[src/rtl/rcdf_pkg.sv]
// Package for the record change delta filter: types, table geometry and codes.
`timescale 1ns / 1ps

package rcdf_pkg;

	localparam int TABLE_DEPTH = 1024;
	localparam int IDX_W = $clog2(TABLE_DEPTH);
	localparam int THR_W = 31;
	localparam int CFG_IDX_W = 8;
	localparam int CFG_DATA_W = 32;

	localparam logic [THR_W-1:0] MOTION_THR_RST = THR_W'(655);
	localparam logic [THR_W-1:0] RISK_THR_RST = THR_W'(66);

	localparam logic [CFG_IDX_W-1:0] REG_MOTION_THR = CFG_IDX_W'(0);
	localparam logic [CFG_IDX_W-1:0] REG_RISK_THR = CFG_IDX_W'(1);

	typedef struct packed {
		logic [9:0]         object_id;
		logic signed [31:0] pos_x;
		logic signed [31:0] pos_y;
		logic signed [31:0] vel_x;
		logic signed [31:0] vel_y;
		logic signed [31:0] risk_level;
		logic [15:0]        obj_size;
	} rec_t;

	typedef struct packed {
		logic [9:0]         out_id;
		logic               is_new;
		logic signed [31:0] out_pos_x;
		logic signed [31:0] out_pos_y;
		logic signed [31:0] out_vel_x;
		logic signed [31:0] out_vel_y;
		logic signed [31:0] out_risk;
		logic [15:0]        out_size;
	} upd_t;

	// stored part of a record
	typedef struct packed {
		logic signed [31:0] pos_x;
		logic signed [31:0] pos_y;
		logic signed [31:0] vel_x;
		logic signed [31:0] vel_y;
		logic signed [31:0] risk;
		logic [15:0]        size;
	} entry_t;

	typedef enum logic [2:0] {
		ST_CLEAR,
		ST_IDLE,
		ST_READ,
		ST_CMP,
		ST_WRITE
	} state_t;

	typedef struct packed {
		logic clear_en;
		logic load_in;
		logic rd_en;
		logic cmp_en;
		logic wr_en;
		logic out_load;
	} cmd_t;

	typedef struct packed {
		logic clear_last;
		logic emit;
		logic out_busy;
	} sts_t;

	// |a - b| > limit, difference formed exactly in 33 bits
	function automatic logic exceeds(logic [31:0] a, logic [31:0] b, logic [THR_W-1:0] limit);
		logic signed [32:0] d;
		logic [32:0]        mag;
		begin
			d = $signed({a[31], a}) - $signed({b[31], b});
			mag = d[32] ? 33'(-d) : 33'(d);
			return mag > {2'b00, limit};
		end
	endfunction

endpackage

[src/rtl/rcdf_ctrl.sv]
// Controller state machine: table clear sweep and per-transaction sequencing.
`timescale 1ns / 1ps

module rcdf_ctrl (
	input  logic           clk,
	input  logic           arst_n,
	input  logic           rec_valid,
	output logic           rec_stall,
	input  rcdf_pkg::sts_t sts,
	output rcdf_pkg::cmd_t cmd
);

	rcdf_pkg::state_t state_q;
	rcdf_pkg::state_t state_nx;

	always_ff @(posedge clk or negedge arst_n) begin
		if (!arst_n) begin
			state_q <= rcdf_pkg::ST_CLEAR;
		end else begin
			state_q <= state_nx;
		end
	end

	always_comb begin
		state_nx = state_q;
		unique case (state_q)
			rcdf_pkg::ST_CLEAR: begin
				if (sts.clear_last) state_nx = rcdf_pkg::ST_IDLE;
			end
			rcdf_pkg::ST_IDLE: begin
				if (rec_valid) state_nx = rcdf_pkg::ST_READ;
			end
			rcdf_pkg::ST_READ:  state_nx = rcdf_pkg::ST_CMP;
			rcdf_pkg::ST_CMP:   state_nx = rcdf_pkg::ST_WRITE;
			rcdf_pkg::ST_WRITE: begin
				if (!(sts.emit && sts.out_busy)) state_nx = rcdf_pkg::ST_IDLE;
			end
			default: state_nx = rcdf_pkg::ST_CLEAR;
		endcase
	end

	always_comb begin
		cmd = '0;
		rec_stall = 1'b1;
		unique case (state_q)
			rcdf_pkg::ST_CLEAR: cmd.clear_en = 1'b1;
			rcdf_pkg::ST_IDLE: begin
				rec_stall = 1'b0;
				cmd.load_in = rec_valid;
			end
			rcdf_pkg::ST_READ: cmd.rd_en = 1'b1;
			rcdf_pkg::ST_CMP:  cmd.cmp_en = 1'b1;
			rcdf_pkg::ST_WRITE: begin
				cmd.wr_en = 1'b1;
				cmd.out_load = sts.emit && !sts.out_busy;
			end
			default: cmd = '0;
		endcase
	end

endmodule

[config.mk]
export PLATFORM = sky130hd
export DESIGN_NAME = rcdf_ctrl
export DESIGN_NICKNAME = d
export VERILOG_FILES = /design/src/rtl/rcdf_pkg.sv /design/src/rtl/rcdf_ctrl.sv
export SDC_FILE = /design/constraint.sdc
export NUM_CORES = 1
export LEC_CHECK = 0
export ABC_AREA = 0
export BUFFER_PORTS_ARGS = -buffer_cell sky130_fd_sc_hd__buf_2
export CORE_AREA = 2 2 39 41
export DETAILED_ROUTE_END_ITERATION = 10
export DIE_AREA = 0 0 41 43
export GPL_ROUTABILITY_DRIVEN = 0
export PLACE_DENSITY = 0.38
export SETUP_SLACK_MARGIN = 0.4
export SYNTH_ARGS = -nofsm -noshare
export SYNTH_HDL_FRONTEND = slang
export SYNTH_SLANG_ARGS = --single-unit
[constraint.sdc]
create_clock -name clk -period 1.1 [get_ports clk]
set_input_delay 0 -clock clk [delete_from_list [all_inputs] [get_ports clk]]
set_output_delay 0 -clock clk [all_outputs]
set_load 0.01 [all_outputs]
### Yosys cells after proc, flatten, opt, wreduce, memory -nomap -nowiden

Index checks and enable logic that the tools add are counted.

* flip-flop bits (word level): 3
* output and inout port bits: 7
* logic and storage cells: 23

* eq/ne operators: 7
* mux-type cells: 10
* reductions and logical operators: 5

Operators by type and width (number)
* $pmux 3 s5: 1
* $mux 3: 3
* $eq 3x2->1 const B: 2
* $ne 2x2->1 const B: 3
* $mux 1: 5
* $eq 3x1->1 const B: 1
* $eq 3x3->1 const B: 1
* $logic_not 3->1: 1
* $reduce_and 3->1: 1
* $logic_and 1x1->1: 2
* $mux 2: 1
* $logic_not 1->1: 1

### Longest topological paths before layout

* word-level depth: 3
* gate-level depth with buffers: 3
* mapped depth without buffers: 3

### Least setup slack after synthesis

OpenSTA, ideal clock, no wires.

* kind: register to register
* start point: register state_q[0]
* end point: register state_q[2]
* arrival: 904 ps
* data required time: 980 ps
* slack: 76 ps
* stages on the path, launching flop included: 4
* path buffers: 0
* period minus slack after synthesis: 1024 ps
* cells stage by stage: dfrtp_1 -> nor2b_1 -> and2_4 -> a31o_1

* longest elaborated chain between the ends: 3
* elaborated cells between the ends (all ways): 10

RTL lines
* from (decl): line rcdf_ctrl.sv:13 `rcdf_pkg::state_t state_q;`
* from (signal assigned): line rcdf_ctrl.sv:18 `state_q <= rcdf_pkg::ST_CLEAR;`
* from (signal assigned): line rcdf_ctrl.sv:20 `state_q <= state_nx;`
* $eq 3x3->1, or another cell as far along: line rcdf_ctrl.sv:26 `unique case (state_q)`
* $ne 2x2->1 (no source line)
* $reduce_and 3->1 (no source line)

Several ways; a longest one is shown, not always the timed one.
A chain may end at the register's enable or synchronous reset.

==> metrics.md <==
| Metric | Value |
|---|---|
| Status | `finished with violations` |
| Violated checks | `setup timing` |
| Synthesized flop and latch total | `3` |
| Syn_nets | `29` |
| Placed cells | `52` |
| Seq/Total Area, Yosys | `0.387` |
| Core area | `1380 um^2` |
| Peak VDD IR | `0.782 mV` |
| Crit path DAT | `1.18 ns` |
| Average wire per standard cell | `9.63 um` |
| CTS Sinks | `3` |
| Post-synth cell types | `16` |
| Root buf cell | `clkbuf_4` |
| Core Util, Final | `0.306` |
| Synth-to-layout area growth | `118%` |
| Part of the cycle the worst path needs | `1.07` |
| Clk pwr share | `0.169` |
| Die area | `1760 um^2` |
| Worst-skew pair later-pin latency | `0.23 ns` |
| Die Width | `41 um` |
| Drt pass-1 iters | `1` |
| Total GRT Usage | `0.0755` |
| Syn Inst Count | `23` |
| Antenna violations before repair | `0` |
| Initial Utilization | `0.140` |
| Setup TNS | `-0.195 ns` |
| Drt total wl | `597 um` |
| Residual DRC | `0` |
| Filler cells | `163` |
| Post-Layout Cell Count | `62` |
| Vias | `249` |
| Die Y-Extent | `43 um` |
| Setup crit end kind | `output pin` |
| Biggest regs | `state_q (3)` |
| Sw frac | `0.375` |
| Hold Violations, Final | `0` |
| Synth Cell Area | `194 um^2` |
| H-tree depth | `1` |
| RSZ-0062 raised after global routing | `true` |
| Post-DRT Antenna Nets | `0` |
| Net Sw Power | `427 uW` |
| Layout cells sized above 1 | `0.696` |
| Reg clk slew, reported paths | `0.04 ns` |
| Critical path class | `reg -> out` |
| Largest reg by FF count | `state_q` |
| P per Cell Area | `2690 nW/um^2` |
| Fin crit period | `1.18 ns` |
| Clock Path Buffers | `2` |
| Worst slew pin tran | `0.190 ns` |
| # nets final | `53` |
| Vias in the first global route | `221` |
| CTS buffer count | `3` |
| Synth warnings | `0` |
| Top-level I/O count | `13` |
| DP HPWL | `415 um` |
| First-pass GRT wire length | `862 um` |
| Clock skew | `0.000211 ns` |
| Number of core rows | `14` |
| Syn Area/Cell | `8.43 um^2` |
| DR iter-0 viols | `0` |
| Slew margin rel. | `0.873` |
| Critical path launch point type | `flop` |
| Seq pwr share | `0.220` |
| Final setup fails | `3` |
| Congestion Overflow GR | `0` |
| Worst Path Required | `1.10 ns` |
| IO buf count | `12` |
| Max-slew violation count | `0` |
| Dpl ws | `0.0624 ns` |
| Fmax | `0.848 GHz` |
| Max-cap viol count | `0` |
| Ant. Diodes | `0` |
| Max FFs per register | `3` |
| Largest net degree at the start of global routing | `7` |
| Int Power | `712 uW` |
| CTS tree | `done` |
| DR vias/cell | `4.02` |
| LEAKAGE | `0.000199 uW` |
| Critical path fanouts, max | `4` |
| Final Worst Setup Slack | `-0.0788 ns` |
| Worst Hold Class | `in -> reg` |
| Gate power share | `0.611` |
[cell usage after synthesis]
| cell | instances | share of area |
|---|---|---|
| nand3b_1 | 1 | 0.039 |
| nor3b_2 | 1 | 0.065 |
| nor3_1 | 1 | 0.026 |
| nor2b_1 | 1 | 0.032 |
| nor2_1 | 3 | 0.058 |
| nand2b_1 | 2 | 0.065 |
| a31o_1 | 1 | 0.045 |
| and2_4 | 1 | 0.045 |
| nor3b_1 | 1 | 0.039 |
| a21oi_1 | 3 | 0.077 |
| nand2_1 | 1 | 0.019 |
| dfrtp_1 | 3 | 0.39 |
| o21ai_1 | 1 | 0.026 |
| o21ai_0 | 1 | 0.026 |
| and2_1 | 1 | 0.032 |
| inv_1 | 1 | 0.019 |
[cell type report]
type,count,area [um^2],share of cell area
Multi-Input combinational cell,19,153,0.361
Sequential cell,3,78.8,0.186
Tap cell,16,20.0,0.0473
Clock buffer,4,26.3,0.0621
Inverter,1,3.75,0.00888
Timing Repair Buffer,19,141,0.334
[path summary, 6_finish.rpt]
| check | start | end | slack, ns | cells past startpoint |
|---|---|---|---|---|
| max | state_q[2] | cmd[0] | -0.08 | 4 |
| min | sts[2] | state_q[0] | 0.01 | 3 |
| max reg2reg | state_q[2] | state_q[0] | 0.07 | 4 |
| min reg2reg | state_q[1] | state_q[0] | 0.64 | 2 |
| max in group asynchronous | arst_n | state_q[2] | 0.89 | 2 |
| min in group asynchronous | arst_n | state_q[1] | 0.09 | 2 |
[layout by cell type (no fill, tap or decap), drive strengths merged]
master,instances
a21oi,3
a31o,1
and2,2
buf,18
clkbuf,4
dfrtp,3
dlygate4sd3,1
inv,1
nand2,1
nand2b,2
nand3b,1
nor2,3
nor2b,1
nor3,1
nor3b,2
o21ai,2
[stage by stage]
| stage | instance area, um^2 | total power [uW] | hold slack (ns) |
|---|---|---|---|
| floorplan | 204 | 502 | -0.296 |
| global placement | 292 | 685 | -0.198 |
| detailed placement | 292 | 681 | -0.200 |
| CTS | 369 | 1000 | 0.00937 |
| global route | 423 | 1250 | 0.0301 |
| finish | 423 | 1140 | 0.0149 |
[worst max-delay path: stages, from the launching register on]
cell and delay [ns]:
dfrtp_2 0.43, nor3b_4 0.25, nand2_1 0.08, nor2_1 0.07
buf_2 0.13
[power groups by stage]
stage | clock network [uW] | registers [uW] | logic (uW)
global route | 215 | 265 | 767
detailed placement | 0 | 245 | 437
floorplan | 0 | 234 | 268
global placement | 0 | 248 | 437
CTS | 202 | 250 | 548
finish | 192 | 251 | 695
[cell families (layout without fill, tap and decap cells)]
kind of cell / Yosys count / after routing / share of synthesized area
compound gates: 6 / 6 / 0.174
buf+inv: 1 / 24 / 0.0193
flops: 3 / 3 / 0.387
simple gates: 13 / 13 / 0.419
[per-layer routing]
metal  up-vias  routed length [um]  global-route usage
met5         -                   0                   0
met1       113                 275              0.0971
met2        12                 278              0.0938
met4         0                   0              0.0800
met3         0                  43              0.0157
li1        124                   -                   -
[repair_timing]
item,in CTS,in global routing
pin swaps,1,1
hold endpoints to repair,3,0
buffers inserted,3,2
hold buffers,1,0
endpoints found under the setup margin,10,10
gates resized for setup,6,6
Power figures use the tool's default switching activity.
